[config.mk]
export PLATFORM = sky130hd
export DESIGN_NAME = hlscc_inv
export DESIGN_NICKNAME = d
export VERILOG_FILES = /design/src/hdl/hlscc_pkg.sv /design/src/hdl/hlscc_inv.sv
export SDC_FILE = /design/constraint.sdc
export NUM_CORES = 2
export LEC_CHECK = 0
export BUFFER_PORTS_ARGS = -buffer_cell sky130_fd_sc_hd__buf_2
export CORE_ASPECT_RATIO = 0.7
export CORE_MARGIN = 1.5
export CORE_UTILIZATION = 45
export DETAILED_ROUTE_END_ITERATION = 12
export SLEW_MARGIN = 10
export SYNTH_ARGS = -nofsm -noshare
export SYNTH_HDL_FRONTEND = slang
export SYNTH_SLANG_ARGS = --single-unit
[constraint.sdc]
create_clock -name i_clk -period 12 [get_ports i_clk]
set_clock_uncertainty 0.1 [all_clocks]
set_input_delay 1.2 -clock i_clk [delete_from_list [all_inputs] [get_ports i_clk]]
set_output_delay 1.2 -clock i_clk [all_outputs]
set_load 0.02 [all_outputs]
[src/hdl/hlscc_pkg.sv]
// ----------------------------------------------------------------------------
// hlscc_pkg
// Shared constants, types and constant-divisor helpers for the RGB/HLS
// color converter.
// ----------------------------------------------------------------------------
`default_nettype none

package hlscc_pkg;

    // Color scales
    localparam int HLS_SCALE   = 360;
    localparam int RGB_TOP     = 255;
    localparam int RGB_SPAN    = 2 * RGB_TOP;
    localparam int HUE_NONE    = (HLS_SCALE * 2) / 3;
    localparam int HUE_THIRD   = HLS_SCALE / 3;
    localparam int HUE_SIXTH   = HLS_SCALE / 6;
    localparam int HUE_HALF    = HLS_SCALE / 2;
    localparam int HUE_TWELFTH = HLS_SCALE / 12;

    // Lightness numerator below this gives lightness <= HLS_SCALE/2
    localparam int LNUM_LOW_LIMIT = (HUE_HALF + 1) * RGB_SPAN;

    localparam logic [15:0] GAIN_RESET = 16'd256;

    // Channel and divider widths
    localparam int CHAN_W = 9;
    localparam int DIV_NW = 17;
    localparam int DIV_DW = 9;
    localparam int DIV_QW = 9;

    // Function selector codes
    typedef enum logic [1:0] {
        FN_RGB2HLS = 2'd0,
        FN_HLS2RGB = 2'd1,
        FN_SCALE   = 2'd2,
        FN_NONE    = 2'd3
    } t_func;

    // Request passed from the RGB-to-HLS front into the HLS-to-RGB back end
    typedef struct packed {
        t_func             func;
        logic [CHAN_W-1:0] h;
        logic [CHAN_W-1:0] l;
        logic [CHAN_W-1:0] s;
    } t_hls;

    // Reciprocal constants: exact floor division for numerators below 2**DIV_XW
    localparam int DIV_XW = 20;
    localparam int K_SPAN  = DIV_XW + $clog2(RGB_SPAN);
    localparam int K_SCALE = DIV_XW + $clog2(HLS_SCALE);
    localparam int K_SIXTH = DIV_XW + $clog2(HUE_SIXTH);
    localparam logic [63:0] M_SPAN =
        ((64'd1 << K_SPAN) + 64'(RGB_SPAN) - 64'd1) / 64'(RGB_SPAN);
    localparam logic [63:0] M_SCALE =
        ((64'd1 << K_SCALE) + 64'(HLS_SCALE) - 64'd1) / 64'(HLS_SCALE);
    localparam logic [63:0] M_SIXTH =
        ((64'd1 << K_SIXTH) + 64'(HUE_SIXTH) - 64'd1) / 64'(HUE_SIXTH);

    // Divide by twice the RGB top value
    function automatic logic [DIV_XW-1:0] div_span(input logic [DIV_XW-1:0] x);
        logic [63:0] p;
        p = 64'(x) * M_SPAN;
        return DIV_XW'(p >> K_SPAN);
    endfunction

    // Divide by the HLS scale
    function automatic logic [DIV_XW-1:0] div_scale(input logic [DIV_XW-1:0] x);
        logic [63:0] p;
        p = 64'(x) * M_SCALE;
        return DIV_XW'(p >> K_SCALE);
    endfunction

    // Divide by one sixth of the HLS scale
    function automatic logic [DIV_XW-1:0] div_sixth(input logic [DIV_XW-1:0] x);
        logic [63:0] p;
        p = 64'(x) * M_SIXTH;
        return DIV_XW'(p >> K_SIXTH);
    endfunction

endpackage

`default_nettype wire

[src/hdl/hlscc_inv.sv]
// ----------------------------------------------------------------------------
// hlscc_inv
// HLS-to-RGB back end: magic values, hue ramp per channel, byte scaling,
// final result select and output register.
// ----------------------------------------------------------------------------
`default_nettype none

module hlscc_inv
    import hlscc_pkg::*;
(
    input  wire logic              i_clk,
    input  wire logic              i_rst_n,
    input  wire logic              i_adv,
    input  wire logic              i_valid,
    input  wire t_hls              i_hls,
    output logic                   o_valid,
    output logic [CHAN_W-1:0]      o_res_first,
    output logic [CHAN_W-1:0]      o_res_second,
    output logic [CHAN_W-1:0]      o_res_third
);

    typedef enum logic [1:0] {
        SEG_RAMP = 2'd0,
        SEG_HIGH = 2'd1,
        SEG_LOW  = 2'd2
    } t_seg;

    // ---------------- stage 1: products for the magic values ----------------
    logic        r1_v;
    t_hls        r1_q;
    logic        r1_lsm;
    logic [17:0] r1_pm;
    logic [16:0] r1_pg;
    logic        n_lsm;

    assign n_lsm = i_hls.l <= CHAN_W'(HUE_HALF);

    always_ff @(posedge i_clk) begin
        if (i_adv) begin
            r1_q   <= i_hls;
            r1_lsm <= n_lsm;
            r1_pm  <= n_lsm ? 18'(i_hls.l) * (18'(HLS_SCALE) + 18'(i_hls.s))
                            : 18'(i_hls.l) * 18'(i_hls.s);
            r1_pg  <= 17'(i_hls.l) * 17'(RGB_TOP);
        end
    end

    // ---------------- stage 2: m2 and gray level ----------------
    logic        r2_v;
    t_hls        r2_q;
    logic [9:0]  r2_m2;
    logic [7:0]  r2_gray;
    logic [9:0]  n_q;

    assign n_q = 10'(div_scale(20'(r1_pm) + 20'(HUE_HALF)));

    always_ff @(posedge i_clk) begin
        if (i_adv) begin
            r2_q    <= r1_q;
            r2_m2   <= r1_lsm ? n_q : (10'(r1_q.l) + 10'(r1_q.s) - n_q);
            r2_gray <= 8'(div_scale(20'(r1_pg)));
        end
    end

    // ---------------- stage 3: hue segments and ramp products ----------------
    logic               r3_v;
    t_hls               r3_q;
    logic [7:0]         r3_gray;
    logic signed [11:0] r3_m1, r3_m2;
    logic [15:0]        r3_num [3];
    t_seg               r3_seg [3];
    logic signed [11:0] n_m1, n_dif;
    logic signed [10:0] n_hue [3];

    function automatic logic signed [10:0] wrap_hue(input logic signed [10:0] x);
        logic signed [10:0] y;
        y = x;
        if (y < 0) begin
            y = y + 11'(HLS_SCALE);
        end else if (y > 11'(HLS_SCALE)) begin
            y = y - 11'(HLS_SCALE);
        end
        return y;
    endfunction

    always_comb begin
        n_m1     = $signed(12'(r2_q.l) << 1) - $signed(12'(r2_m2));
        n_dif    = $signed(12'(r2_m2)) - n_m1;
        n_hue[0] = wrap_hue($signed(11'(r2_q.h)) + 11'(HUE_THIRD));
        n_hue[1] = $signed(11'(r2_q.h));
        n_hue[2] = wrap_hue($signed(11'(r2_q.h)) - 11'(HUE_THIRD));
    end

    always_ff @(posedge i_clk) begin
        if (i_adv) begin
            r3_q    <= r2_q;
            r3_gray <= r2_gray;
            r3_m1   <= n_m1;
            r3_m2   <= $signed(12'(r2_m2));
            for (int c = 0; c < 3; c++) begin
                if (n_hue[c] < 11'(HUE_SIXTH)) begin
                    r3_seg[c] <= SEG_RAMP;
                    r3_num[c] <= 16'(n_dif[9:0]) * 16'(n_hue[c][8:0]);
                end else if (n_hue[c] < 11'(HUE_HALF)) begin
                    r3_seg[c] <= SEG_HIGH;
                    r3_num[c] <= '0;
                end else if (n_hue[c] < 11'(HUE_NONE)) begin
                    r3_seg[c] <= SEG_RAMP;
                    r3_num[c] <= 16'(n_dif[9:0]) * 16'(9'(HUE_NONE) - n_hue[c][8:0]);
                end else begin
                    r3_seg[c] <= SEG_LOW;
                    r3_num[c] <= '0;
                end
            end
        end
    end

    // ---------------- stage 4: ramp value ----------------
    logic               r4_v;
    t_hls               r4_q;
    logic [7:0]         r4_gray;
    logic signed [11:0] r4_val [3];

    always_ff @(posedge i_clk) begin
        if (i_adv) begin
            r4_q    <= r3_q;
            r4_gray <= r3_gray;
            for (int c = 0; c < 3; c++) begin
                case (r3_seg[c])
                    SEG_RAMP: r4_val[c] <= r3_m1 + $signed(12'(div_sixth(
                                   20'(r3_num[c]) + 20'(HUE_TWELFTH))));
                    SEG_HIGH: r4_val[c] <= r3_m2;
                    default:  r4_val[c] <= r3_m1;
                endcase
            end
        end
    end

    // ---------------- stage 5: byte numerator ----------------
    logic        r5_v;
    t_hls        r5_q;
    logic [7:0]  r5_gray;
    logic [19:0] r5_bnum [3];
    logic        r5_neg [3];

    always_ff @(posedge i_clk) begin
        if (i_adv) begin
            r5_q    <= r4_q;
            r5_gray <= r4_gray;
            for (int c = 0; c < 3; c++) begin
                r5_neg[c]  <= r4_val[c] < 0;
                r5_bnum[c] <= 20'(r4_val[c][9:0]) * 20'(RGB_TOP) + 20'(HUE_HALF);
            end
        end
    end

    // ---------------- stage 6: byte scale, clamp, select, output ----------------
    logic [CHAN_W-1:0] n_byte [3];
    logic [CHAN_W-1:0] n_res  [3];
    logic [19:0]       n_bq   [3];

    always_comb begin
        for (int c = 0; c < 3; c++) begin
            n_bq[c] = div_scale(r5_bnum[c]);
            if (r5_neg[c]) begin
                n_byte[c] = '0;
            end else if (n_bq[c] > 20'(RGB_TOP)) begin
                n_byte[c] = CHAN_W'(RGB_TOP);
            end else begin
                n_byte[c] = n_bq[c][CHAN_W-1:0];
            end
        end
        case (r5_q.func)
            FN_RGB2HLS: begin
                n_res[0] = r5_q.h;
                n_res[1] = r5_q.l;
                n_res[2] = r5_q.s;
            end
            FN_HLS2RGB, FN_SCALE: begin
                for (int c = 0; c < 3; c++) begin
                    n_res[c] = (r5_q.s == '0) ? CHAN_W'(r5_gray) : n_byte[c];
                end
            end
            default: begin
                for (int c = 0; c < 3; c++) begin
                    n_res[c] = '0;
                end
            end
        endcase
    end

    always_ff @(posedge i_clk) begin
        if (i_adv) begin
            o_res_first  <= n_res[0];
            o_res_second <= n_res[1];
            o_res_third  <= n_res[2];
        end
    end

    // ---------------- valid chain ----------------
    always_ff @(posedge i_clk) begin
        if (!i_rst_n) begin
            r1_v    <= 1'b0;
            r2_v    <= 1'b0;
            r3_v    <= 1'b0;
            r4_v    <= 1'b0;
            r5_v    <= 1'b0;
            o_valid <= 1'b0;
        end else if (i_adv) begin
            r1_v    <= i_valid;
            r2_v    <= r1_v;
            r3_v    <= r2_v;
            r4_v    <= r3_v;
            r5_v    <= r4_v;
            o_valid <= r5_v;
        end
    end

endmodule

`default_nettype wire

Yosys cells after proc, flatten, opt, wreduce, memory -nomap -nowiden
Memories as Yosys holds them, arrays and structs flattened.
Index checks and enable logic that the tools add are counted.
{"block": "totals", "inputBits": 33, "ram_bits": 150, "out_inout_bits": 28, "word_cells": 266, "romBits": 0, "latchBits": 0, "n_memories": 5, "ff_bits": 277}
{"memory": "r5_bnum", "words": 3, "width": 19, "rd": 3, "rd_clocked_by_memory_dff": 0, "wr": 3, "line": "hlscc_inv.sv:143", "rtl": "logic [19:0] r5_bnum [3];"}
{"memory": "r3_num", "words": 3, "width": 16, "rd": 3, "rd_clocked_by_memory_dff": 0, "wr": 3, "line": "hlscc_inv.sv:70", "rtl": "logic [15:0] r3_num [3];"}
{"memory": "r4_val", "words": 3, "width": 12, "rd": 3, "rd_clocked_by_memory_dff": 0, "wr": 3, "line": "hlscc_inv.sv:122", "rtl": "logic signed [11:0] r4_val [3];"}
{"memory": "r3_seg", "words": 3, "width": 2, "rd": 3, "rd_clocked_by_memory_dff": 0, "wr": 3, "line": "hlscc_inv.sv:71", "rtl": "t_seg r3_seg [3];"}
{"memory": "r5_neg", "words": 3, "width": 1, "rd": 3, "rd_clocked_by_memory_dff": 0, "wr": 3, "line": "hlscc_inv.sv:144", "rtl": "logic r5_neg [3];"}
{"block": "classes", "magnitude_cmp": 20, "multipliers": 20, "reduce_logical": 9, "shift": 0, "bitwise": 24, "div": 0, "n_eq_ne": 5, "n_addsub": 24, "n_mux": 120}
{"op": "$mux W16", "count": 9}
{"op": "$mul A20 B21 Y41 const B", "count": 3}
{"op": "$mul A17 B20 Y37 const B", "count": 3}
{"op": "$mux W9", "count": 9}
{"op": "$mux W1", "count": 80}
{"op": "$add A18 B8 Y19 const B", "count": 4}
{"op": "$mux W12", "count": 6}
{"op": "$mul A10 B8 Y18 const B", "count": 3}
{"op": "$pmux W27 S2", "count": 1}
{"op": "$add A16 B5 Y17 const B", "count": 3}
{"op": "$mul A10 B9 Y16", "count": 3}
{"op": "$mul A11 B10 Y16", "count": 3}
{"op": "$lt A11 B9 Y1 const B", "count": 4}
{"op": "$mux W11", "count": 4}
{"op": "$mul A19 B21 Y39 const B", "count": 1}
{"op": "$mul A17 B21 Y37 const B", "count": 1}
{"op": "$add A11 B12 Y12", "count": 3}
{"op": "$gt A12 B8 Y1 const B", "count": 3}
{"op": "$lt A12 B1 Y1 const B", "count": 3}
{"op": "$sub A8 B9 Y10 const A", "count": 3}
{"op": "$or A1 B1 Y1", "count": 24}
{"op": "$lt A11 B7 Y1 const B", "count": 2}
{"op": "$lt A10 B1 Y1 const B", "count": 2}
{"op": "$sub A10 B10 Y10", "count": 2}
{"op": "25 further kinds", "count": 43}

Logic depth before layout (Yosys ltp)
{"block": "depth", "ltp_word": 12, "mapped_depth": 44, "depth_no_buf": 43}

Worst setup path after synthesis
OpenSTA, ideal clock, no wires.
{"block": "synth_timing", "kind": "reg2reg", "startpoint": "register r1_pm[2]", "endpoint": "register r2_m2[9] (data pin)", "setup_ns": 0.259, "t_arrival_ns": 8.360, "path_slack_ns": 3.281, "required_ns": 11.641, "period_less_slack_ns": 8.719, "stages_incl_launch_ff": 41, "n_path_buf": 1, "path_cell_list": "edfxtp_1 -> a21oi_1 -> a21boi_0 -> o21a_1 -> and3_1 -> clkbuf_1 -> nand2_1 -> nor2_1 -> xnor2_1 -> inv_1 -> ha_1 -> fa_1 -> fa_1 -> fa_1 -> inv_1 -> fa_1 -> fa_1 -> inv_1 -> (+5 left out) -> a21oi_1 -> o21ai_0 -> a21oi_1 -> xnor2_1 -> fa_1 -> inv_1 -> ha_1 -> a21o_1 -> a21oi_1 -> o21ai_0 -> a21oi_1 -> o21ai_0 -> a21o_1 -> a21oi_1 -> xnor2_1 -> nor2_1 -> xnor2_1 -> xnor2_1"}
{"block": "synth_via", "elab_chain_len": 4}
{"element": "from (decl)", "line": "hlscc_inv.sv:32", "rtl": "logic [17:0] r1_pm;"}
{"element": "from (signal assigned)", "line": "hlscc_inv.sv:42", "rtl": "r1_pm <= n_lsm ? 18'(i_hls.l) * (18'(HLS_SCALE) + 18'(i_hls.s))"}
{"element": "$add A18 B8 Y19 *", "line": "hlscc_inv.sv:55", "rtl": "assign n_q = 10'(div_scale(20'(r1_pm) + 20'(HUE_HALF)));"}
{"element": "$mul A19 B21 Y39 *", "line": "hlscc_pkg.sv:69", "rtl": "p = 64'(x) * M_SCALE;"}
{"element": "$sub A10 B10 Y10", "line": "hlscc_inv.sv:60", "rtl": "r2_m2 <= r1_lsm ? n_q : (10'(r1_q.l) + 10'(r1_q.s) - n_q);"}
{"element": "$mux W10 *", "line": "hlscc_inv.sv:60"}
{"element": "to (signal assigned)", "line": "hlscc_inv.sv:60"}
{"element": "to (decl)", "line": "hlscc_inv.sv:51", "rtl": "logic [9:0] r2_m2;"}
Every way passes the cells marked *; elsewhere a longest branch is shown, timed or not.
A chain may end at the register's enable or synchronous reset.

Final worst setup path
Ends and elaborated chain as after synthesis.

==> metrics.cfg <==
[outcome]
status = completed

[synth]
ys_warn_count = 0
ys_seq_elements = 419
async_flop_share_pct = 0
seq_area_frac_synth_pct = 15.52
ys_types = 107
yosysTopAreaCellShare_pct = 29.53
synth_most_common_cell = inv_1
synth_edf_count = 413
postSynthAreaPerCell_um2 = 10.07
yosysTopAreaCell = fa_1
synth_common_cells = 2032 x inv_1, 1611 x ha_1, 1190 x fa_1
synth_area_leaders = fa_1 30%, ha_1 25%, edfxtp_1 15%
synthCells = 8009
synthFlopType = edfxtp_1
synth_area_um2 = 80680

[setup_path]
slowest_stage = xnor2_1
cp_slowest_stage_delay_ns = 0.74
path_class = reg2reg
crit_arrival_ns = 10.21
cp_data_required_time_ns = 12.31
end_kind = flip-flop
critPathBufInv = 5
critPathMaxFanout = 6
path_delay_family = adder cells
worst_setup_path_start_kind = flip-flop

[hold_path]
min_path_type = reg2reg

[floorplanning]
die_y_um = 357.3
io_pins = 61
dieArea_um2 = 181900
floorplan.initialDensity_pct = 45.48
die_width_um = 509.1
core_region_area_um2 = 177400
core.rowCount = 129

[clock_tree]
cts_buffer_depth = 3
cts_root_buf = clkbuf_16
cts_tree = built
cts-resized-gates = 0
cts_buffers = 46
clock_latency_ns = 0.67
hold_buffers = 0
ctsHtreeMaxLevel = 2
postCtsSetupRepairBufs = 0
clkTransAtPathRegs_ns = 0.09
cts.sinks = 419

[finish]
final.fill_count = 16360
final_area_um2 = 85510
final_nets = 10900
drive_gt1_share_pct = 3.494
area.growth.synth_to_final_pct = 5.993
instances_no_fill = 10460

[grt]
grt_use_total_pct = 22.38
grt_antenna_before_repair = 0
grt_pass1_wl_um = 317300
grt-ovfl-total = 0
grt_max_degree = 161
grt_pass1_vias = 56250

[routing]
drt_wl_total_um = 199100
drt_first_pass_iters = 6
avgRoutedWirePerCell_um = 19.04
drc = 0
drtIter0Drc = 3483
vias = 54200
viasPerCell = 5.182
postRouteAntennaNets = 0

[placement]
globalplace.congestion = 0.9264
place_inst = 10370
numPortBuffers = 60
dp_hpwl_um = 171900
place_area_um2 = 83940

[sta]
tightest_slew_ns = 1.297
hold_viol_final = 0
rsz0062_at_grt = false
fmax_mhz = 101.0
drv_slew = 0
post-route-period-util_pct = 82.49
layout_min_cycle_time_ns = 9.899
setup_viol = 0
slew_headroom_pct = 13.26
fin_tns_setup_ns = 0

[job]
cap_violations = 0

state kept, by name, summed over array words and instances, names as in the netlist, 9 cells and up:
name / flops
r5_bnum: 57
r3_num: 45
r4_val: 33
r1_q: 29
r3_q: 29
r4_q: 29
r5_q: 29
r2_q: 20
r1_pm: 18
r1_pg: 16
r3_m1: 11
r2_m2: 10
n_hue: 9
o_res_first: 9
o_res_second: 9
o_res_third: 9
r3_m2: 9
layout make-up:
cell class              count  area, µm²  share of cell area (%)
clock inverters            33      399.1                  0.4667
well taps                2358       2950                   3.450
repair buffers            104      653.1                  0.7638
multi-input cells        5456      60170                   70.37
clock buffers              51       1170                   1.368
flip-flops and latches    419      12520                   14.64
inverters                2036       7642                   8.937
diodes                      1      2.502                0.002926
path summary, 6_finish.rpt:
check                           cells past startpoint          startpoint  slack, ns                   to
worst max-delay path                               39  r1_pm[2]$_DFFE_PP_       2.10   r2_m2[9]$_DFFE_PP_
worst min-delay path                                0  r1_q[19]$_DFFE_PP_       0.30  n_hue[12]$_DFFE_PP_
worst max register to register                     39  r1_pm[2]$_DFFE_PP_       2.10   r2_m2[9]$_DFFE_PP_
worst min register to register                      0  r1_q[19]$_DFFE_PP_       0.30  n_hue[12]$_DFFE_PP_
placed cells by master (no fill, tap or decap), types with 13 or more instances in the layout:
cell type,n
and3_1,32
a21boi_0,25
a21oi_1,283
nand4_1,36
or3_1,32
a211o_1,13
a22oi_1,26
fa_1,1190
o21a_1,26
edfxtp_1,413
ha_1,1611
nor3_1,66
xor2_1,89
o22ai_1,14
nor2b_1,54
o21bai_1,45
a31oi_1,18
conb_1,15
nand3_1,61
buf_2,59
o21ai_0,156
or2_2,29
mux2i_1,23
a211oi_1,17
a21o_1,121
buf_4,43
nor2_1,401
inv_1,2032
xnor2_1,269
clkbuf_16,46
nand2b_1,54
o211ai_1,13
and2_1,89
a22o_1,13
nand2_1,398
o31ai_1,17
stage by stage:
| stage | setup slack, ns | hold slack [ns] | util [%] |
|---|---|---|---|
| floorplan | 3.281 | 0.3003 | - |
| global placement | 2.161 | 0.3023 | 47.32 |
| detailed placement | 2.042 | 0.3045 | 47.32 |
| CTS | 2.052 | 0.3089 | 48.21 |
| global route | 1.358 | 0.3208 | 48.21 |
| finish | 2.101 | 0.3015 | 48.21 |
cells by family (layout without fill, tap and decap cells):
group                      after synthesis  after routing  synth area share [%]
muxes                                   33             33                0.4249
and+or+nand+nor                       1303           1303                 7.554
buffers and inverters                 2147           2224                 10.05
other                                    2             16              0.009309
AOI/OAI and AO/OA                      923            923                 7.630
xor gates and xnor gates               379            379                 4.271
adders and majority gates             2803           2803                 54.54
DFF                                    419            419                 15.52
worst reg2reg max path: cells and delay by family, from the launching register on:
| kind | cells | cell delay, ns |
|---|---|---|
| fa+ha+maj | 10 | 4.21 |
| compound gates | 14 | 2.85 |
| xor+xnor | 5 | 1.31 |
| flops | 1 | 0.50 |
| simple gates | 5 | 0.46 |
| buf+inv | 5 | 0.30 |
routing by layer:
| metal | vias to the layer above | wire [µm] | global-route usage [%] |
|---|---|---|---|
| met5 | - | 0 | 0 |
| met4 | 0 | 2476 | 2.946 |
| met3 | 147 | 12380 | 3.235 |
| met2 | 1318 | 82230 | 32.85 |
| met1 | 26940 | 102000 | 35.34 |
| li1 | 25790 | - | - |
Power is left out: the tool's default activity adds up to more than one toggle a clock period on the data nets, which glitch-free logic cannot reach.
