`src/hdl/hlscc_pkg.sv`:
```
// ----------------------------------------------------------------------------
// hlscc_pkg
// Shared constants, types and constant-divisor helpers for the RGB/HLS
// color converter.
// ----------------------------------------------------------------------------
`default_nettype none

package hlscc_pkg;

    // Color scales
    localparam int HLS_SCALE   = 360;
    localparam int RGB_TOP     = 255;
    localparam int RGB_SPAN    = 2 * RGB_TOP;
    localparam int HUE_NONE    = (HLS_SCALE * 2) / 3;
    localparam int HUE_THIRD   = HLS_SCALE / 3;
    localparam int HUE_SIXTH   = HLS_SCALE / 6;
    localparam int HUE_HALF    = HLS_SCALE / 2;
    localparam int HUE_TWELFTH = HLS_SCALE / 12;

    // Lightness numerator below this gives lightness <= HLS_SCALE/2
    localparam int LNUM_LOW_LIMIT = (HUE_HALF + 1) * RGB_SPAN;

    localparam logic [15:0] GAIN_RESET = 16'd256;

    // Channel and divider widths
    localparam int CHAN_W = 9;
    localparam int DIV_NW = 17;
    localparam int DIV_DW = 9;
    localparam int DIV_QW = 9;

    // Function selector codes
    typedef enum logic [1:0] {
        FN_RGB2HLS = 2'd0,
        FN_HLS2RGB = 2'd1,
        FN_SCALE   = 2'd2,
        FN_NONE    = 2'd3
    } t_func;

    // Request passed from the RGB-to-HLS front into the HLS-to-RGB back end
    typedef struct packed {
        t_func             func;
        logic [CHAN_W-1:0] h;
        logic [CHAN_W-1:0] l;
        logic [CHAN_W-1:0] s;
    } t_hls;

    // Reciprocal constants: exact floor division for numerators below 2**DIV_XW
    localparam int DIV_XW = 20;
    localparam int K_SPAN  = DIV_XW + $clog2(RGB_SPAN);
    localparam int K_SCALE = DIV_XW + $clog2(HLS_SCALE);
    localparam int K_SIXTH = DIV_XW + $clog2(HUE_SIXTH);
    localparam logic [63:0] M_SPAN =
        ((64'd1 << K_SPAN) + 64'(RGB_SPAN) - 64'd1) / 64'(RGB_SPAN);
    localparam logic [63:0] M_SCALE =
        ((64'd1 << K_SCALE) + 64'(HLS_SCALE) - 64'd1) / 64'(HLS_SCALE);
    localparam logic [63:0] M_SIXTH =
        ((64'd1 << K_SIXTH) + 64'(HUE_SIXTH) - 64'd1) / 64'(HUE_SIXTH);

    // Divide by twice the RGB top value
    function automatic logic [DIV_XW-1:0] div_span(input logic [DIV_XW-1:0] x);
        logic [63:0] p;
        p = 64'(x) * M_SPAN;
        return DIV_XW'(p >> K_SPAN);
    endfunction

    // Divide by the HLS scale
    function automatic logic [DIV_XW-1:0] div_scale(input logic [DIV_XW-1:0] x);
        logic [63:0] p;
        p = 64'(x) * M_SCALE;
        return DIV_XW'(p >> K_SCALE);
    endfunction

    // Divide by one sixth of the HLS scale
    function automatic logic [DIV_XW-1:0] div_sixth(input logic [DIV_XW-1:0] x);
        logic [63:0] p;
        p = 64'(x) * M_SIXTH;
        return DIV_XW'(p >> K_SIXTH);
    endfunction

endpackage

`default_nettype wire

```
`src/hdl/hlscc_div.sv`:
```
// ----------------------------------------------------------------------------
// hlscc_div
// Pipelined restoring divider, one quotient bit per register stage.
// ----------------------------------------------------------------------------
`default_nettype none

module hlscc_div
    import hlscc_pkg::*;
(
    input  wire logic              i_clk,
    input  wire logic              i_adv,
    input  wire logic [DIV_NW-1:0] i_dividend,
    input  wire logic [DIV_DW-1:0] i_divisor,
    output logic      [DIV_QW-1:0] o_quot
);

    localparam int TW = DIV_NW + DIV_QW;

    logic [DIV_NW-1:0] r_rem [DIV_QW-1];
    logic [DIV_DW-1:0] r_dvs [DIV_QW-1];
    logic [DIV_QW-1:0] r_quo [DIV_QW];

    for (genvar k = 0; k < DIV_QW; k++) begin : g_step
        localparam int SH = DIV_QW - 1 - k;
        logic [DIV_NW-1:0] rem_in;
        logic [DIV_DW-1:0] dvs_in;
        logic [DIV_QW-1:0] quo_in;
        logic [TW-1:0]     trial;
        logic              take;

        if (k == 0) begin : g_first
            assign rem_in = i_dividend;
            assign dvs_in = i_divisor;
            assign quo_in = '0;
        end else begin : g_next
            assign rem_in = r_rem[k-1];
            assign dvs_in = r_dvs[k-1];
            assign quo_in = r_quo[k-1];
        end

        // Try the shifted divisor against the partial remainder
        assign trial = TW'(dvs_in) << SH;
        assign take  = TW'(rem_in) >= trial;

        always_ff @(posedge i_clk) begin
            if (i_adv) begin
                r_quo[k] <= quo_in | (DIV_QW'(take) << SH);
            end
        end

        if (k < DIV_QW - 1) begin : g_carry
            always_ff @(posedge i_clk) begin
                if (i_adv) begin
                    r_rem[k] <= take ? (rem_in - trial[DIV_NW-1:0]) : rem_in;
                    r_dvs[k] <= dvs_in;
                end
            end
        end
    end

    assign o_quot = r_quo[DIV_QW-1];

endmodule

`default_nettype wire

```
`src/hdl/hlscc_fwd.sv`:
```
// ----------------------------------------------------------------------------
// hlscc_fwd
// RGB-to-HLS front end: clamp, extremes, lightness, divider pipeline for
// saturation and hue deltas, hue assembly and lightness gain.
// ----------------------------------------------------------------------------
`default_nettype none

module hlscc_fwd
    import hlscc_pkg::*;
(
    input  wire logic              i_clk,
    input  wire logic              i_rst_n,
    input  wire logic              i_adv,
    input  wire logic              i_valid,
    input  wire logic [1:0]        i_func,
    input  wire logic [CHAN_W-1:0] i_chan_first,
    input  wire logic [CHAN_W-1:0] i_chan_second,
    input  wire logic [CHAN_W-1:0] i_chan_third,
    input  wire logic [15:0]       i_gain,
    output logic                   o_valid,
    output t_hls                   o_hls
);

    typedef struct packed {
        t_func             func;
        logic [CHAN_W-1:0] c1;
        logic [CHAN_W-1:0] c2;
        logic [CHAN_W-1:0] c3;
        logic [CHAN_W-1:0] l;
        logic              rmax;
        logic              gmax;
        logic              achrom;
    } t_side;

    // ---------------- stage 1: clamp ----------------
    logic              r1_v;
    t_func             r1_func;
    logic [CHAN_W-1:0] r1_c1, r1_c2, r1_c3;
    logic [CHAN_W-1:0] n_top;

    assign n_top = (t_func'(i_func) == FN_HLS2RGB) ? CHAN_W'(HLS_SCALE) : CHAN_W'(RGB_TOP);

    always_ff @(posedge i_clk) begin
        if (i_adv) begin
            r1_func <= t_func'(i_func);
            r1_c1   <= (i_chan_first  > n_top) ? n_top : i_chan_first;
            r1_c2   <= (i_chan_second > n_top) ? n_top : i_chan_second;
            r1_c3   <= (i_chan_third  > n_top) ? n_top : i_chan_third;
        end
    end

    // ---------------- stage 2: extremes and lightness numerator ----------------
    logic              r2_v;
    t_func             r2_func;
    logic [CHAN_W-1:0] r2_c1, r2_c2, r2_c3, r2_hi, r2_spread;
    logic [CHAN_W:0]   r2_sum;
    logic [19:0]       r2_lnum;
    logic              r2_rmax, r2_gmax;
    logic [CHAN_W-1:0] n_hi, n_lo;

    always_comb begin
        n_hi = (r1_c1 > r1_c2) ? r1_c1 : r1_c2;
        n_lo = (r1_c1 < r1_c2) ? r1_c1 : r1_c2;
        if (r1_c3 > n_hi) n_hi = r1_c3;
        if (r1_c3 < n_lo) n_lo = r1_c3;
    end

    always_ff @(posedge i_clk) begin
        if (i_adv) begin
            r2_func   <= r1_func;
            r2_c1     <= r1_c1;
            r2_c2     <= r1_c2;
            r2_c3     <= r1_c3;
            r2_hi     <= n_hi;
            r2_spread <= n_hi - n_lo;
            r2_sum    <= (CHAN_W+1)'(n_hi) + (CHAN_W+1)'(n_lo);
            r2_lnum   <= 20'((20'(n_hi) + 20'(n_lo)) * 20'(HLS_SCALE)) + 20'(RGB_TOP);
            r2_rmax   <= (r1_c1 == n_hi);
            r2_gmax   <= (r1_c2 == n_hi);
        end
    end

    // ---------------- stage 3: lightness and divider operands ----------------
    logic              r3_v;
    t_side             r3_side;
    logic [DIV_NW-1:0] r3_s_dend, r3_r_dend, r3_g_dend, r3_b_dend;
    logic [DIV_DW-1:0] r3_s_dvs, r3_h_dvs;
    logic              n_lsmall;
    logic [CHAN_W:0]   n_sden;

    assign n_lsmall = r2_lnum < 20'(LNUM_LOW_LIMIT);
    assign n_sden   = n_lsmall ? r2_sum : ((CHAN_W+1)'(RGB_SPAN) - r2_sum);

    function automatic logic [DIV_NW-1:0] hue_dend(input logic [CHAN_W-1:0] hi,
                                                   input logic [CHAN_W-1:0] x,
                                                   input logic [CHAN_W-1:0] spread);
        return DIV_NW'(DIV_NW'(hi - x) * DIV_NW'(HUE_SIXTH)) + DIV_NW'(spread >> 1);
    endfunction

    always_ff @(posedge i_clk) begin
        if (i_adv) begin
            r3_side.func   <= r2_func;
            r3_side.c1     <= r2_c1;
            r3_side.c2     <= r2_c2;
            r3_side.c3     <= r2_c3;
            r3_side.l      <= CHAN_W'(div_span(r2_lnum));
            r3_side.rmax   <= r2_rmax;
            r3_side.gmax   <= r2_gmax;
            r3_side.achrom <= (r2_spread == '0);
            r3_s_dend <= DIV_NW'(DIV_NW'(r2_spread) * DIV_NW'(HLS_SCALE))
                         + DIV_NW'(n_sden >> 1);
            r3_s_dvs  <= DIV_DW'(n_sden);
            r3_r_dend <= hue_dend(r2_hi, r2_c1, r2_spread);
            r3_g_dend <= hue_dend(r2_hi, r2_c2, r2_spread);
            r3_b_dend <= hue_dend(r2_hi, r2_c3, r2_spread);
            r3_h_dvs  <= r2_spread;
        end
    end

    // ---------------- dividers, side data delayed alongside ----------------
    logic [DIV_QW-1:0] n_sq, n_qr, n_qg, n_qb;
    t_side             r_side [DIV_QW];
    logic [DIV_QW-1:0] r_dv;

    hlscc_div u_div_s (.i_clk, .i_adv, .i_dividend(r3_s_dend), .i_divisor(r3_s_dvs),
                       .o_quot(n_sq));
    hlscc_div u_div_r (.i_clk, .i_adv, .i_dividend(r3_r_dend), .i_divisor(r3_h_dvs),
                       .o_quot(n_qr));
    hlscc_div u_div_g (.i_clk, .i_adv, .i_dividend(r3_g_dend), .i_divisor(r3_h_dvs),
                       .o_quot(n_qg));
    hlscc_div u_div_b (.i_clk, .i_adv, .i_dividend(r3_b_dend), .i_divisor(r3_h_dvs),
                       .o_quot(n_qb));

    always_ff @(posedge i_clk) begin
        if (i_adv) begin
            r_side[0] <= r3_side;
            for (int k = 1; k < DIV_QW; k++) begin
                r_side[k] <= r_side[k-1];
            end
        end
    end

    // ---------------- stage 4: hue assembly and gain product ----------------
    t_side             n_sd;
    logic signed [10:0] n_hue;
    logic              r4_v;
    t_func             r4_func;
    logic [CHAN_W-1:0] r4_c1, r4_c2, r4_c3, r4_h, r4_l, r4_s;
    logic [24:0]       r4_prod;

    assign n_sd = r_side[DIV_QW-1];

    always_comb begin
        if (n_sd.rmax) begin
            n_hue = $signed(11'(n_qb)) - $signed(11'(n_qg));
        end else if (n_sd.gmax) begin
            n_hue = 11'sd0 + 11'(HUE_THIRD) + $signed(11'(n_qr)) - $signed(11'(n_qb));
        end else begin
            n_hue = 11'sd0 + 11'(HUE_NONE) + $signed(11'(n_qg)) - $signed(11'(n_qr));
        end
        if (n_hue < 0) begin
            n_hue = n_hue + 11'(HLS_SCALE);
        end else if (n_hue > 11'(HLS_SCALE)) begin
            n_hue = n_hue - 11'(HLS_SCALE);
        end
    end

    always_ff @(posedge i_clk) begin
        if (i_adv) begin
            r4_func <= n_sd.func;
            r4_c1   <= n_sd.c1;
            r4_c2   <= n_sd.c2;
            r4_c3   <= n_sd.c3;
            r4_h    <= n_sd.achrom ? CHAN_W'(HUE_NONE) : CHAN_W'(n_hue);
            r4_s    <= n_sd.achrom ? '0 : n_sq;
            r4_l    <= n_sd.l;
            r4_prod <= 25'(n_sd.l) * 25'(i_gain);
        end
    end

    // ---------------- valid chain ----------------
    always_ff @(posedge i_clk) begin
        if (!i_rst_n) begin
            r1_v <= 1'b0;
            r2_v <= 1'b0;
            r3_v <= 1'b0;
            r_dv <= '0;
            r4_v <= 1'b0;
        end else if (i_adv) begin
            r1_v <= i_valid;
            r2_v <= r1_v;
            r3_v <= r2_v;
            r_dv <= {r_dv[DIV_QW-2:0], r3_v};
            r4_v <= r_dv[DIV_QW-1];
        end
    end

    // ---------------- select the request for the back end ----------------
    logic [CHAN_W-1:0] n_scaled;

    assign n_scaled = (r4_prod[24:8] > 17'(HLS_SCALE)) ? CHAN_W'(HLS_SCALE)
                                                       : r4_prod[8 +: CHAN_W];

    always_comb begin
        o_hls.func = r4_func;
        o_hls.h    = r4_h;
        o_hls.l    = r4_l;
        o_hls.s    = r4_s;
        case (r4_func)
            FN_HLS2RGB: begin
                o_hls.h = r4_c1;
                o_hls.l = r4_c2;
                o_hls.s = r4_c3;
            end
            FN_SCALE: o_hls.l = n_scaled;
            default:  ;
        endcase
    end

    assign o_valid = r4_v;

endmodule

`default_nettype wire

```
`config.mk`:
```
export PLATFORM = sky130hd
export DESIGN_NAME = hlscc_fwd
export DESIGN_NICKNAME = d
export VERILOG_FILES = /design/src/hdl/hlscc_pkg.sv /design/src/hdl/hlscc_div.sv /design/src/hdl/hlscc_fwd.sv
export SDC_FILE = /design/constraint.sdc
export NUM_CORES = 2
export LEC_CHECK = 0
export ABC_CLOCK_PERIOD_IN_PS = 11000
export BUFFER_PORTS_ARGS = -buffer_cell sky130_fd_sc_hd__buf_2
export CORE_UTILIZATION = 45
export CTS_CLUSTER_DIAMETER = 50
export DETAILED_ROUTE_END_ITERATION = 8
export PLACE_DENSITY_LB_ADDON = 0.1
export SLEW_MARGIN = 40
export SYNTH_ARGS = -nofsm -noshare
export SYNTH_HDL_FRONTEND = slang
export SYNTH_HIERARCHICAL = 1
export SYNTH_SLANG_ARGS = --single-unit
```
`constraint.sdc`:
```
create_clock -name i_clk -period 11 [get_ports i_clk]
set_clock_uncertainty 0.05 [all_clocks]
set_input_delay 0 -clock i_clk [delete_from_list [all_inputs] [get_ports i_clk]]
set_output_delay 0 -clock i_clk [all_outputs]
set_load 0.005 [all_outputs]
```
# Word level (Yosys, flattened, before mapping)
# Memories as Yosys holds them, arrays and structs flattened. A register that Yosys moved wholly into a read port is not among the register bits.
# Cells that the tools add are included.
# classes
reduce_logical	1
addsub	51
order_cmp	47
eq_ne	5
n_mul	7
mux	51
bitwise	32
# ops
cell	n
$mux W17	32
$mux W9	13
$ge A17 B10 Y1	4
$ge A17 B11 Y1	4
$ge A17 B12 Y1	4
$ge A17 B13 Y1	4
$ge A17 B14 Y1	4
$ge A17 B15 Y1	4
$ge A17 B16 Y1	4
$ge A17 B17 Y1	4
$ge A17 B9 Y1	4
$sub A17 B10 Y17	4
$sub A17 B11 Y17	4
$sub A17 B12 Y17	4
$sub A17 B13 Y17	4
$sub A17 B14 Y17	4
$sub A17 B15 Y17	4
$sub A17 B16 Y17	4
$sub A17 B17 Y17	4
$add A17 B8 Y17	3
$mul A17 B4 Y15 const B	3
$gt A9 B9 Y1	5
$sub A9 B9 Y10	4
$mul A20 B21 Y38 const B	1
other kinds (34)	65
# word_totals
output_inout_bits	30
input_bits	49
register_bits	320
elab_cells	247
ram_bits	1525
memories	13
# mem_list
memory	words	width	rd	rd_clocked_by_memory_dff	write_ports	line_no	rtl
r_side	9	41	9	0	9	hlscc_fwd.sv:122	t_side r_side [DIV_QW];
u_div_b.r_rem	8	17	8	0	8	hlscc_div.sv:19	logic [DIV_NW-1:0] r_rem [DIV_QW-1];
u_div_g.r_rem	8	17	8	0	8	hlscc_div.sv:19	
u_div_r.r_rem	8	17	8	0	8	hlscc_div.sv:19	
u_div_s.r_rem	8	17	8	0	8	hlscc_div.sv:19	
u_div_b.r_quo	9	9	9	0	9	hlscc_div.sv:21	logic [DIV_QW-1:0] r_quo [DIV_QW];
+7 memories	n/a	n/a	n/a	n/a	n/a	n/a	

# Logic depth before layout (Yosys ltp)
# An unclocked memory read counts as a cell.
# depth
depth_word	8
ltp_mapped	47
ltp_nobuf	44

# Hierarchy
# Netlist, hierarchy kept.
# by_module_without_submodules
module	cells_per_inst	seq_area_each_um2	area_per_inst_um2	instances
hlscc_fwd	3133	20169.3	39833.2	1
hlscc_div at u_div_g ...	1020	7597.3	12773.5	3
hlscc_div at u_div_b	1004	7597.3	12741.0	1

# Worst setup path before layout
# OpenSTA, ideal clock, no wires.
# synth_timing
path_kind	reg2reg
from	register r1_c2[1]
to	register r2_lnum[18] (data pin)
n_path_buf	3
period_less_slack_ns	9.567
path_stages_with_launch	48
arrival_ns	9.255
slack_ns	1.433
required_ns	10.689
setup_time_ns	0.261
cell_sequence	edfxtp_1 -> inv_1 -> ha_1 -> nor2b_1 -> o21ai_0 -> a21oi_1 -> o21ai_1 -> and2_1 -> clkbuf_1 -> clkbuf_1 -> nand2_1 -> o21ai_0 -> inv_1 -> ha_1 -> a21o_1 -> a21o_1 -> a21o_1 -> a21o_1 -> [... 12 more ...] -> o21ai_0 -> nand2b_1 -> xor2_1 -> ha_1 -> inv_1 -> fa_1 -> fa_1 -> inv_1 -> ha_1 -> a21o_1 -> a21oi_1 -> o21bai_1 -> a2111oi_0 -> nor3_1 -> nand2b_1 -> nor3_1 -> nand4_1 -> xnor2_1
# synth_via
elab_chain_cells	7
word_cells_on_any_way	11
cone_classes	add/sub: 2; mul: 1; order compare: 4; mux: 4
# synth_rtl
item	line_no	rtl
start, declared	hlscc_fwd.sv:38	logic [CHAN_W-1:0] r1_c1, r1_c2, r1_c3;
start signal, assigned	hlscc_fwd.sv:47	r1_c2 <= (i_chan_second > n_top) ? n_top : i_chan_second;
$gt A9 B9 Y1 / $lt A9 B9 Y1 (equally long branches)	hlscc_fwd.sv:62, hlscc_fwd.sv:63	
$mux W9, on equally long branches	hlscc_fwd.sv:62, hlscc_fwd.sv:63	
$gt A9 B9 Y1 / $lt A9 B9 Y1 (equally long branches)	hlscc_fwd.sv:64, hlscc_fwd.sv:65	
$mux W9, on equally long branches	hlscc_fwd.sv:64, hlscc_fwd.sv:65	
$add A9 B9 Y10 *	hlscc_fwd.sv:77	r2_lnum <= 20'((20'(n_hi) + 20'(n_lo)) * 20'(HLS_SCALE)) + 20'(RGB_TOP);
$mul A10 B6 Y16 *	hlscc_fwd.sv:77	
$add A19 B8 Y20 *	hlscc_fwd.sv:77	
end signal, assigned	hlscc_fwd.sv:77	
end, declared	hlscc_fwd.sv:57	logic [19:0] r2_lnum;
# Mark *: on every way between the ends. The rest lies on a longest branch, timed or not.
# A chain may end at the register's enable or synchronous reset.

# Worst setup path after layout
# layout_timing
from	register r1_c2[1]
to	register r2_lnum[17] (data pin)
# The elaborated chain is that of the path after synthesis.

==> results.txt <==
Synth Flop Type -> edfxtp_1
Count of pins over their slew limit -> 0
Gr busiest metal -> met2
Syn Area/Cell -> 12.6 um^2
HP Class -> in2reg
Most frequent cells after synthesis -> 1675 x edfxtp_1, 883 x inv_1, 750 x ha_1, 435 x nor2_1, 429 x a21oi_1
Slowest-stage cell, CP -> fa_1
Final Wtd Congestion -> 0.858
Share of layout cells above drive strength 1 -> 0.0871
CP most frequent cell -> a21o_1
I/O pin count -> 79
Worst setup path end -> r2_lnum[17]$_DFFE_PP_
Cells after Synth -> 7197
Crit path launch type -> flop
M3 GR Usage -> 0.0235
Critical Path RT -> 11.50 ns
CTS root buffer -> clkbuf_16
GRT overflow -> 0
Worst Setup SP -> r1_c2[1]$_DFFE_PP_
Setup TNS -> 0 ns
Vias per cell -> 5.19
Pre-antenna DRT Iters -> 6
WP data arrival -> 10.49 ns
Nets -> 8520
WS Path Type -> reg2reg
Critical Path Max Stage Delay -> 0.51 ns
Worst Path Max Fanout -> 19
YS warnings -> 6
Die Height -> 451 um
Initial Util -> 0.454
Worst Slack Setup Final -> 1.01 ns
Top cells by area, synth -> edfxtp_1 55%, ha_1 10%, fa_1 4.9%
Final setup violating endpoints -> 0
Worst hold path depth -> 2
Period utilisation layout -> 0.908
Largest net degree at the start of global routing -> 161
Final Util -> 0.510
M1 GR Usage -> 0.240
WL/cell -> 17.3 um
Relative slew slack -> 0.407
Clock buffer depth -> 3
Sequential cell area fraction in the yosys report -> 0.556
Post-DP HPWL -> 134000 um
H-tree levels -> 4
Port buffer count -> 78
Ys async rst share -> 0
GR met2 Demand/Resource -> 0.286
Vias in the first global route -> 53760
GRT Util Overall -> 0.174
CP Capture Type -> flop
Worst skew pair latency -> 0.81 ns
Internal reg-to-reg setup slack -> 1.01 ns
Worst slack, placed -> 0.742 ns
RR Endpoint -> r2_lnum[17]$_DFFE_PP_
Status -> complete, no violations
Share of the synthesized area in the top cell type -> 0.553
Seq cells post-synth -> 1688
Final ANT Viol Nets -> 0
Total number of vias -> 53608
DIE AREA -> 204000 um^2
Post-CTS Setup Repair Bufs -> 0
EDFF count, synth -> 1675
FF-to-FF Start -> r1_c2[1]$_DFFE_PP_
Layout filler cell count -> 17249
CTS tree -> done
Distinct cells, synth -> 105
Mapped Nets -> 8220
Leading area contributor after synthesis -> edfxtp_1
Minimum clock period -> 9.99 ns
Most common cell in the synthesized netlist -> edfxtp_1
DRC -> 0
DRT iter0 DRCs -> 2935
Clock transition at the registers of the reported paths -> 0.06 ns
Synthesis-to-layout area growth -> 12.3%
Reg2Reg Depth -> 45
Post-Syn Area -> 90900 um^2
Num CTS Buffers -> 197
Worst-Margin Slew -> 0.885 ns
Initial antenna violation count -> 6
Rows -> 164
Final hold violation count -> 0
Fmax -> 100 MHz
Die W -> 451 um
Placeable Area -> 200000 um^2
RSZ-0062 raised after global routing -> no
First-pass GRT wire length -> 286000 um
Num Clock Sinks -> 1688
Post-Route WL -> 178000 um
# Max-Cap Violations -> 0
Hold WS -> 0.0923 ns
area by class of cell:
type	instances	area, um^2	share of cell area
sequential	1688	50600	0.495
multi-input combinational	4524	36600	0.358
clock buffer	226	5100	0.0500
inverter	886	3330	0.0327
tap	2656	3320	0.0326
timing repair buffer	200	1670	0.0164
clock inverter	142	1480	0.0145
antenna	2	5.00	0.0000490
critical path, delay by kind of cell (launching register included):
kind                     cells  cell delay (ns)
AND/OR/NAND/NOR              9             1.43
AO/OA/AOI/OAI               19             3.59
flip-flops                   1             0.45
XOR/XNOR                     2             0.37
adder cells (fa/ha/maj)      8             2.79
buffers and inverters        6             0.72
multiplexers                 1             0.34
cells in the final DEF, fill, tap and decap left out, types with 73 or more instances in the layout:
| cell | count |
|---|---|
| a21o_1 | 109 |
| nor3_1 | 90 |
| xor2_1 | 198 |
| nand2b_1 | 75 |
| ha_1 | 750 |
| nand2_1 | 343 |
| fa_1 | 224 |
| xnor2_1 | 257 |
| clkbuf_16 | 199 |
| a21oi_1 | 429 |
| nor2_1 | 435 |
| inv_1 | 883 |
| nor4_1 | 91 |
| buf_2 | 77 |
| nor2b_1 | 97 |
| dlygate4sd3_1 | 73 |
| and2_1 | 76 |
| o21ai_0 | 220 |
| nand3_1 | 115 |
| edfxtp_1 | 1675 |
| mux2_2 | 115 |
metrics by stage:
| step | cells | area, um^2 |
|---|---|---|
| after floorplan | 7197 | 90900 |
| after global placement | 9876 | 94600 |
| after detailed placement | 9877 | 94600 |
| after CTS | 10318 | 102000 |
| after global routing | 10323 | 102000 |
| final | 10324 | 102000 |
sequential cells by signal, summed over array words and instances, names as in the netlist, 15 cells and up:
register / flops
u_div_r/r_dvs: 72
u_div_g/r_quo: 45
r3_b_dend: 15
r3_r_dend: 17
r3_s_dend: 17
u_div_s/r_quo: 45
u_div_b/r_quo: 45
u_div_b/r_rem: 136
u_div_b/r_dvs: 72
u_div_s/r_dvs: 72
r3_side: 41
u_div_s/r_rem: 136
r4_prod: 17
r2_lnum: 17
u_div_g/r_dvs: 72
r3_g_dend: 15
u_div_r/r_quo: 45
u_div_r/r_rem: 136
r_side: 369
u_div_g/r_rem: 136
how the worst min path moves through the flow:
stage | slack, ns | startpoint | to
after floorplan | 0.05 | i_func[0] | r1_func[0]$_DFFE_PP_
after global placement | 0.15 | i_func[1] | r1_func[1]$_DFFE_PP_
after detailed placement | 0.14 | i_func[1] | r1_func[1]$_DFFE_PP_
after CTS | 0.02 | i_chan_third[4] | r1_c3[4]$_DFFE_PP_
after global routing | 0.03 | i_adv | r_side[0][46]$_DFFE_PP_
final | 0.09 | i_adv | r_side[0][46]$_DFFE_PP_
cell families after synthesis:
| kind of cell | Yosys count | share of synthesized area |
|---|---|---|
| AO/OA/AOI/OAI | 1307 | 0.0937 |
| XOR/XNOR | 455 | 0.0438 |
| adder cells (fa/ha/maj) | 974 | 0.153 |
| buffers and inverters | 985 | 0.0416 |
| flip-flops | 1688 | 0.556 |
| multiplexers | 175 | 0.0216 |
| AND/OR/NAND/NOR | 1613 | 0.0905 |
metal layers:
layer,vias up,routed length (um)
li1,26828,-
met2,847,82400
met3,270,5820
met1,25663,86100
met5,-,0
met4,0,3970
repair_timing:
action / CTS / global route
hold endpoints to repair: 193 / 0
resized for setup: 0 / 2
hold buffers: 73 / 0
setup endpoints to repair: 0 / 4
Power is left out: the tool's default activity adds up to more than one toggle a clock period on the data nets, which glitch-free logic cannot reach.
